[src/rtl/core/lgs_pkg.sv]
// Shared types and constants for the Laplace grid Gauss-Seidel unit.
// Holds the beat payload structs, the register map, the controller states and
// the command and status bundles; it depends on nothing else.
package lgs_pkg;

    // Field widths fixed by the interface.
    localparam int VAL_W     = 24;
    localparam int SUM_W     = VAL_W + 2;
    localparam int STEP_W    = 5;
    localparam int IDX_W     = 5;
    localparam int CNT_W     = 16;
    localparam int STAT_W    = 2;
    localparam int CFG_IDX_W = 3;

    // Default largest side of the grid in points.
    localparam int DEF_MAX_SIDE = 32;

    // Register values after reset.
    localparam logic [VAL_W-1:0]  RST_LEFT   = VAL_W'(19200);
    localparam logic [VAL_W-1:0]  RST_RIGHT  = VAL_W'(12800);
    localparam logic [VAL_W-1:0]  RST_TOP    = VAL_W'(25600);
    localparam logic [VAL_W-1:0]  RST_BOTTOM = VAL_W'(0);
    localparam logic [STEP_W-1:0] RST_STEPS  = STEP_W'(10);
    localparam logic [CNT_W-1:0]  RST_SWEEPS = CNT_W'(100);

    // Register map of the configuration port.
    typedef enum logic [CFG_IDX_W-1:0] {
        REG_LEFT    = 3'd0,
        REG_RIGHT   = 3'd1,
        REG_TOP     = 3'd2,
        REG_BOTTOM  = 3'd3,
        REG_STEPS_X = 3'd4,
        REG_STEPS_Y = 3'd5,
        REG_SWEEPS  = 3'd6
    } t_reg_idx;

    // Request kinds.
    typedef enum logic {
        REQ_SOLVE = 1'b0,
        REQ_READ  = 1'b1
    } t_req;

    // Result status codes.
    typedef enum logic [STAT_W-1:0] {
        ST_OK       = 2'd0,
        ST_RANGE    = 2'd1,
        ST_UNSOLVED = 2'd2
    } t_status;

    // Neighbor selection for the stencil reads.
    typedef enum logic [1:0] {
        NB_W = 2'd0,
        NB_E = 2'd1,
        NB_S = 2'd2,
        NB_N = 2'd3
    } t_nbr;

    // Controller states.
    typedef enum logic [3:0] {
        S_IDLE   = 4'd0,
        S_FILL   = 4'd1,
        S_RD_W   = 4'd2,
        S_RD_E   = 4'd3,
        S_RD_S   = 4'd4,
        S_RD_N   = 4'd5,
        S_WR     = 4'd6,
        S_LOOKUP = 4'd7,
        S_DONE   = 4'd8
    } t_state;

    // Input beat payload.
    typedef struct packed {
        logic              req_type;
        logic [IDX_W-1:0]  x_index;
        logic [IDX_W-1:0]  y_index;
    } t_in_item;

    // Output beat payload.
    typedef struct packed {
        logic [VAL_W-1:0]  point_value;
        logic [STAT_W-1:0] status;
    } t_out_item;

    // Commands from the controller to the datapath.
    typedef struct packed {
        logic accept;      // capture the request fields
        logic solve_init;  // latch grid sizes, clear the point counters
        logic fill_wr;     // write one edge or start value, advance
        logic sweep_init;  // point counters to the first interior point
        logic rd_en;       // read one neighbor
        t_nbr nbr_sel;
        logic acc_first;   // load the sum with the returned neighbor
        logic acc_add;     // add the returned neighbor to the sum
        logic pt_wr;       // write the averaged point, advance
        logic lookup;      // read the requested point
        logic out_load;    // load the result register
    } t_cmd;

    // Status from the datapath to the controller.
    typedef struct packed {
        logic in_is_read;
        logic fill_last;
        logic has_work;
        logic pt_last;
        logic out_free;
    } t_stat;

endpackage

[src/rtl/core/lgs_ctrl.sv]
// Controller of the Laplace grid unit: sequences fill, sweeps and point reads.
// Uses lgs_pkg; drives the datapath only through the command bundle.
module lgs_ctrl
    import lgs_pkg::*;
(
    input  logic  i_clk,
    input  logic  i_rst_n,
    input  logic  i_in_valid,
    output logic  o_in_stall,
    input  t_stat i_stat,
    output t_cmd  o_cmd
);

    t_state r_state;
    t_state n_state;

    // State register.
    always_ff @(posedge i_clk) begin
        if (!i_rst_n) begin
            r_state <= S_IDLE;
        end else begin
            r_state <= n_state;
        end
    end

    // Next state and commands.
    always_comb begin
        n_state    = r_state;
        o_cmd      = '0;
        o_in_stall = 1'b1;
        case (r_state)
            S_IDLE: begin
                o_in_stall = 1'b0;
                if (i_in_valid) begin
                    o_cmd.accept = 1'b1;
                    if (i_stat.in_is_read) begin
                        n_state = S_LOOKUP;
                    end else begin
                        o_cmd.solve_init = 1'b1;
                        n_state          = S_FILL;
                    end
                end
            end
            S_FILL: begin
                o_cmd.fill_wr = 1'b1;
                if (i_stat.fill_last) begin
                    if (i_stat.has_work) begin
                        o_cmd.sweep_init = 1'b1;
                        n_state          = S_RD_W;
                    end else begin
                        n_state = S_DONE;
                    end
                end
            end
            S_RD_W: begin
                o_cmd.rd_en   = 1'b1;
                o_cmd.nbr_sel = NB_W;
                n_state       = S_RD_E;
            end
            S_RD_E: begin
                o_cmd.rd_en     = 1'b1;
                o_cmd.nbr_sel   = NB_E;
                o_cmd.acc_first = 1'b1;
                n_state         = S_RD_S;
            end
            S_RD_S: begin
                o_cmd.rd_en   = 1'b1;
                o_cmd.nbr_sel = NB_S;
                o_cmd.acc_add = 1'b1;
                n_state       = S_RD_N;
            end
            S_RD_N: begin
                o_cmd.rd_en   = 1'b1;
                o_cmd.nbr_sel = NB_N;
                o_cmd.acc_add = 1'b1;
                n_state       = S_WR;
            end
            S_WR: begin
                o_cmd.pt_wr = 1'b1;
                if (i_stat.pt_last) begin
                    n_state = S_DONE;
                end else begin
                    n_state = S_RD_W;
                end
            end
            S_LOOKUP: begin
                o_cmd.lookup = 1'b1;
                n_state      = S_DONE;
            end
            S_DONE: begin
                // Wait until the result register can take the beat.
                if (i_stat.out_free) begin
                    o_cmd.out_load = 1'b1;
                    n_state        = S_IDLE;
                end
            end
            default: begin
                n_state = S_IDLE;
            end
        endcase
    end

endmodule

[config.mk]
export PLATFORM = sky130hd
export DESIGN_NAME = lgs_ctrl
export DESIGN_NICKNAME = d
export VERILOG_FILES = /design/src/rtl/core/lgs_pkg.sv /design/src/rtl/core/lgs_ctrl.sv
export SDC_FILE = /design/constraint.sdc
export NUM_CORES = 1
export LEC_CHECK = 0
export BUFFER_PORTS_ARGS = -buffer_cell sky130_fd_sc_hd__buf_4
export CORE_AREA = 2 2 39 41
export DETAILED_ROUTE_END_ITERATION = 6
export DIE_AREA = 0 0 41 43
export GPL_ROUTABILITY_DRIVEN = 0
export PLACE_DENSITY = 0.65
export SLEW_MARGIN = 20
export SYNTH_ARGS = -nofsm -noshare
export SYNTH_HDL_FRONTEND = slang
export SYNTH_SLANG_ARGS = --single-unit
[constraint.sdc]
create_clock -name i_clk -period 1.4 [get_ports i_clk]
set_input_delay 0.14 -clock i_clk [delete_from_list [all_inputs] [get_ports i_clk]]
set_output_delay 0.14 -clock i_clk [all_outputs]
set_load 0.01 [all_outputs]
==> flow_summary.toml, run 1 <==
[grt]
overflow = 0
globalRouteMet1Util = 0.186
grt_use_total = 0.141
grt_pass1_vias = 403
met3_usage = 0.0157
use_met2 = 0.203
grt_busiest_layer = "met2"
antenna_found_initial = 0
grt_first_pass_wirelength_mm = 1.71
grt_max_degree = 11

[worst_setup_path]
critPathBufInv = 2
crit_slowest_cell = "dfxtp_4"
crit_family = "simple AND/OR/NAND/NOR gates"
cp-startpoint = "r_state[0]$_SDFFE_PN0P_"
max_stage_delay_ns = 0.36
regToRegSetupSlack_ns = 0.26
crit_type = "reg -> out"
critical_path.most_common_cell = "buf_6"
critPathRequiredTime_ns = 1.26
worstPathCellList = "buf_6 -> nor4b_4 -> and2_4 -> buf_6"
crit_fanout = 6
endpoint_kind = "primary output"
cp.depth = 4
crit_end = "o_cmd[0]"
arrival_ns = 1.24
worstReg2RegEnd = "r_state[3]$_SDFFE_PN0P_"
timing.rr.start = "r_state[0]$_SDFFE_PN0P_"
startpoint_type = "flop"
r2r_cells = 4

[floorplanning]
die_x_um = 41
die_h_um = 43
start_util = 0.288
row_count = 14
ioPinCount = 21
fp.coreArea_mm2 = 0.00138
die-area_mm2 = 0.00176

[clock_tree]
insertion_delay_ns = 0.23
clkTransAtPathRegs_ns = 0.04
cts_sinks = 4
cts_buffer_depth = 2
numCtsBuffers = 3
cts-root-buf = "clkbuf_4"
cts_hold_buf = 0
htree_levels = 1
cts_tree = "yes"

[final_layout]
fill_cells = 135
diodes = 0
post-route-cell-area_um2 = 718
largest_reg_flops = 4
num-nets-final = 89
reg_top3 = "r_state (4)"
layout-drive-gt1-share = 0.608
syn2layout_area_growth_pct = 80.5
regMostFlops = "r_state"

[synthesis]
synth_top_cell_by_area = "dfxtp_1"
synth_edf_count = 0
ys_ff_latch = 4
synth_area_leaders = "dfxtp_1, and3_1, nand2b_1"
synth_top_area_share = 0.201
avgSynthCellArea_um2 = 8.12
yosysWarningCount = 0
ys_async_sr_fraction = 0
synth_ff_type = "dfxtp_1"
synth.net_count = 57
synth_commonest_cells = "nor2_1, and3_1, dfxtp_1, nand2b_1, nor2b_1"
synth_most_common_cell = "nor2_1"
synthCells = 49
synth_area_um2 = 398
synth_seq_area_share = 0.201
ys_types = 26

[status]
status = "completed"

[routing]
vias = 461
vias_per_cell = 4.85
ant_nets = 0
wl_mm = 1.14
dr.pass1.iters = 2
drcViolationCount = 0
drt_iter0_drc = 3
routedWlPerCell_um = 12.0

[power]
p_seq_frac = 0.215
vdd_drop_max_mv = 0.618
p_leak_nw = 0.346
p_sw_frac = 0.392
p_total_mw = 1.12
p_sw_uw = 439
clock_power_share = 0.124
combPwrFrac = 0.661
internal-power_uw = 682
power_density_mw_per_mm2 = 1560

[timing]
maxSlewHeadroom = 0.820
fmax_mhz = 722
setup_viol = 0
layout_setup_ws_ns = 0.0154
hold_violations = 0
worstMarginPinSlew_ns = 0.267
rsz0062_at_grt = "yes"
period_share = 0.989
clock_skew_ns = 0.00165
finalMaxSlewViolations = 0
fin_crit_ns = 1.38

[placement]
place_area_um2 = 587
io_buffer_count = 20
place_hpwl_um = 822
dpl_worst_slack_ns = 0.128

[worst_hold_path]
min_path_type = "in -> reg"

[flow_run]
drv_cap = 0
[stage by stage]
stage	utilization	TNS (ns)	hold slack, ns	instances
after floorplan	-	0	0.270	49
after global placement	0.424	0	0.409	88
after detailed placement	0.424	0	0.416	88
after CTS	0.457	-0.00218	0.167	91
after global routing	0.519	-0.100	0.186	95
final	0.519	0	0.178	95
[how the worst min path moves through the flow]
stage | start | to | slack [ns] | cells after the start
floorplan | i_rst_n | r_state[0]$_SDFFE_PN0P_ | 0.27 | 2
global placement | i_rst_n | r_state[2]$_SDFFE_PN0P_ | 0.41 | 2
detailed placement | i_rst_n | r_state[1]$_SDFFE_PN0P_ | 0.42 | 2
CTS | i_rst_n | r_state[0]$_SDFFE_PN0P_ | 0.17 | 3
global route | i_rst_n | r_state[1]$_SDFFE_PN0P_ | 0.19 | 2
finish | i_rst_n | r_state[1]$_SDFFE_PN0P_ | 0.18 | 2
[area by class of cell]
class / count / area (µm²) / share of cell area
multi-input combinational: 42 / 343 / 0.477
tap: 16 / 20.0 / 0.0279
clock buffer: 3 / 22.5 / 0.0314
sequential: 4 / 92.6 / 0.129
timing repair buffer: 30 / 240 / 0.334
[power groups by stage]
stage / registers (mW) / clock network (mW) / logic [mW]
after floorplan: 0.181 / 0 / 0.386
final: 0.241 / 0.139 / 0.742
after CTS: 0.228 / 0.150 / 0.618
after global placement: 0.208 / 0 / 0.595
after detailed placement: 0.210 / 0 / 0.599
after global routing: 0.252 / 0.157 / 0.817
[worst reg2reg max path, stage by stage, from the launching register on]
cell      delay (ns)
dfxtp_4         0.36
buf_4           0.15
o211ai_2        0.15
o31ai_1         0.10
a32o_1          0.27
[cell families after synthesis]
kind of cell | after synthesis | synth area share
buffers and inverters | 3 | 0.0660
and+or+nand+nor | 29 | 0.472
AOI/OAI and AO/OA | 11 | 0.214
DFF | 4 | 0.201
xor gates and xnor gates | 1 | 0.0220
muxes | 1 | 0.0252
[layout by cell type (no fill, tap or decap)]
master,instances
a211oi_1,1
dfxtp_2,1
o211a_1,1
nand2b_4,1
xnor2_1,1
nand2_1,2
o211ai_2,1
a32o_1,1
and3_4,1
o21ai_0,1
nor3_4,1
and2_1,2
mux2i_1,1
nor2b_1,3
o31ai_1,1
nor2_4,1
nor2_2,1
a21oi_1,2
nor2b_4,1
and2_4,1
nor4b_4,1
nand2b_1,3
buf_6,4
a22oi_1,1
o21bai_1,1
buf_4,26
dfxtp_4,3
nor3b_1,1
and3_1,3
clkbuf_4,3
nor3b_4,1
nor3b_2,1
a21o_1,1
nor2_1,5
[timing repair]
action	in CTS	in global routing
pin swaps	2	3
endpoints found under the setup margin	8	6
gates cloned	0	0
setup buffers	0	4
resized for setup	7	15
[metal layers]
metal | part of all wire | up-vias | wire, µm
met4 | 0 | 0 | 0
met2 | 0.53 | 16 | 600
met3 | 0.072 | 0 | 82
met5 | 0 | - | 0
li1 | - | 239 | -
met1 | 0.40 | 206 | 457
Power figures use the tool's default switching activity.
==> run 2, diff against run 1 <==
==> constraint.sdc (replaced) <==
create_clock -name i_clk -period 1.4 [get_ports i_clk]
set_input_delay 0.14 -clock i_clk [delete_from_list [all_inputs] [get_ports i_clk]]
set_output_delay 0.14 -clock i_clk [all_outputs]
set_load 0.05 [all_outputs]
==> flow_summary.toml, run 2 (synthesized netlist as in run 1, its figures left out) <==
[status]
status = "finished, violations left"
violations = "negative setup slack"

[timing]
rsz0062_at_grt = "yes"
layout_setup_ws_ns = -0.0194
hold_violations = 0
hold_slack_ns = 0.174
maxSlewHeadroom = 0.819
worstMarginPinSlew_ns = 0.269
finalMaxSlewViolations = 0
fmax_mhz = 705
setup_viol = 2
fin_crit_ns = 1.42
clock_skew_ns = 0.00342
period_share = 1.01

[routing]
vias_per_cell = 4.85
ant_nets = 0
dr.pass1.iters = 2
wl_mm = 1.09
drcViolationCount = 0
drt_iter0_drc = 3
routedWlPerCell_um = 11.3
vias = 466

[final_layout]
fill_cells = 119
syn2layout_area_growth_pct = 93.4
final_common_cell = "buf_4"
regMostFlops = "r_state"
layout_common_cells = "buf_4, buf_6, nor2_1"
largest_reg_flops = 4
post-route-cell-area_um2 = 769
diodes = 0
layout-drive-gt1-share = 0.675
reg_top3 = "r_state (4)"
final_cells = 96
num-nets-final = 90

[floorplanning]
fp.coreArea_mm2 = 0.00138
row_count = 14
start_util = 0.288
die-area_mm2 = 0.00176
die_h_um = 43
ioPinCount = 21
die_x_um = 41

[grt]
grt_first_pass_wirelength_mm = 1.66
grt_pass1_vias = 431
antenna_found_initial = 0
grt_max_degree = 11
grt_use_total = 0.137
overflow = 0

[power]
p_total_mw = 1.49
power_density_mw_per_mm2 = 1930
p_leak_nw = 0.355
vdd_drop_max_mv = 0.723

[clock_tree]
insertion_delay_ns = 0.23
cts-root-buf = "clkbuf_4"
htree_levels = 1
clkTransAtPathRegs_ns = 0.04
cts_sinks = 4
cts_hold_buf = 0
cts_tree = "yes"
numCtsBuffers = 3
cts_buffer_depth = 2

[placement]
place_hpwl_um = 740
io_buffer_count = 20
dpl_worst_slack_ns = 0.0709
placed_cells = 84
place_area_um2 = 606

[worst_setup_path]
max_stage_delay_ns = 0.38
arrival_ns = 1.28
crit_family = "simple AND/OR/NAND/NOR gates"
crit_type = "reg -> out"
crit_slowest_cell = "dfxtp_4"
worstPathCellList = "buf_6 -> nor3_4 -> and3_4 -> buf_8"
critPathRequiredTime_ns = 1.26
critPathBufInv = 2
crit_fanout = 8
endpoint_kind = "primary output"
startpoint_type = "flop"

[flow_run]
drv_cap = 0

[worst_hold_path]
min_path_type = "in -> reg"
-- run 2: layer usage --
metal / global-route usage / part of all wire / vias up
li1: - / - / 238
met1: 0.138 / 0.40 / 215
met2: 0.238 / 0.55 / 11
met3: 0.0157 / 0.048 / 2
met4: 0.100 / 0.0092 / 0
met5: 0 / 0 / -
-- run 2: what timing repair did --
item / CTS / global route
pin swaps: 2 / 2
setup endpoints to repair: 6 / 6
resized for setup: 10 / 11
setup buffers: 6 / 3
-- run 2: worst paths after layout --
kind	startpoint	cells past startpoint	slack [ns]	to
setup / recovery	r_state[1]$_SDFFE_PN0P_	4	-0.02	o_cmd[8]
hold / removal	i_rst_n	2	0.17	r_state[2]$_SDFFE_PN0P_
setup reg to reg	r_state[1]$_SDFFE_PN0P_	6	0.03	r_state[3]$_SDFFE_PN0P_
hold reg to reg	r_state[3]$_SDFFE_PN0P_	2	0.58	r_state[0]$_SDFFE_PN0P_
-- run 2: layout make-up --
type	instances	area, µm²	area share
Multi-Input combinational cell	42	364	0.473
Timing Repair Buffer	31	270	0.351
Sequential cell	4	92.6	0.120
Clock buffer	3	22.5	0.0293
Tap cell	16	20.0	0.0260
-- run 2: report_power, final --
| group | total (mW) | internal (mW) | switching, mW |
|---|---|---|---|
| clock network | 0.137 | 0.0955 | 0.0419 |
| logic | 1.08 | 0.481 | 0.602 |
| registers | 0.266 | 0.162 | 0.104 |
-- run 2: worst register-to-register path, cell delays in order (launching register included) --
cell	delay (ns)
dfxtp_4	0.38
buf_6	0.14
buf_4	0.14
buf_4	0.13
nor2_1	0.11
a21oi_1	0.11
a32o_1	0.25
-- run 2: per-stage QoR --
step,setup TNS (ns),util
CTS,-0.0565,0.508
global placement,0,0.438
floorplan,-0.185,-
global route,-0.190,0.556
finish,-0.0305,0.556
detailed placement,0,0.438
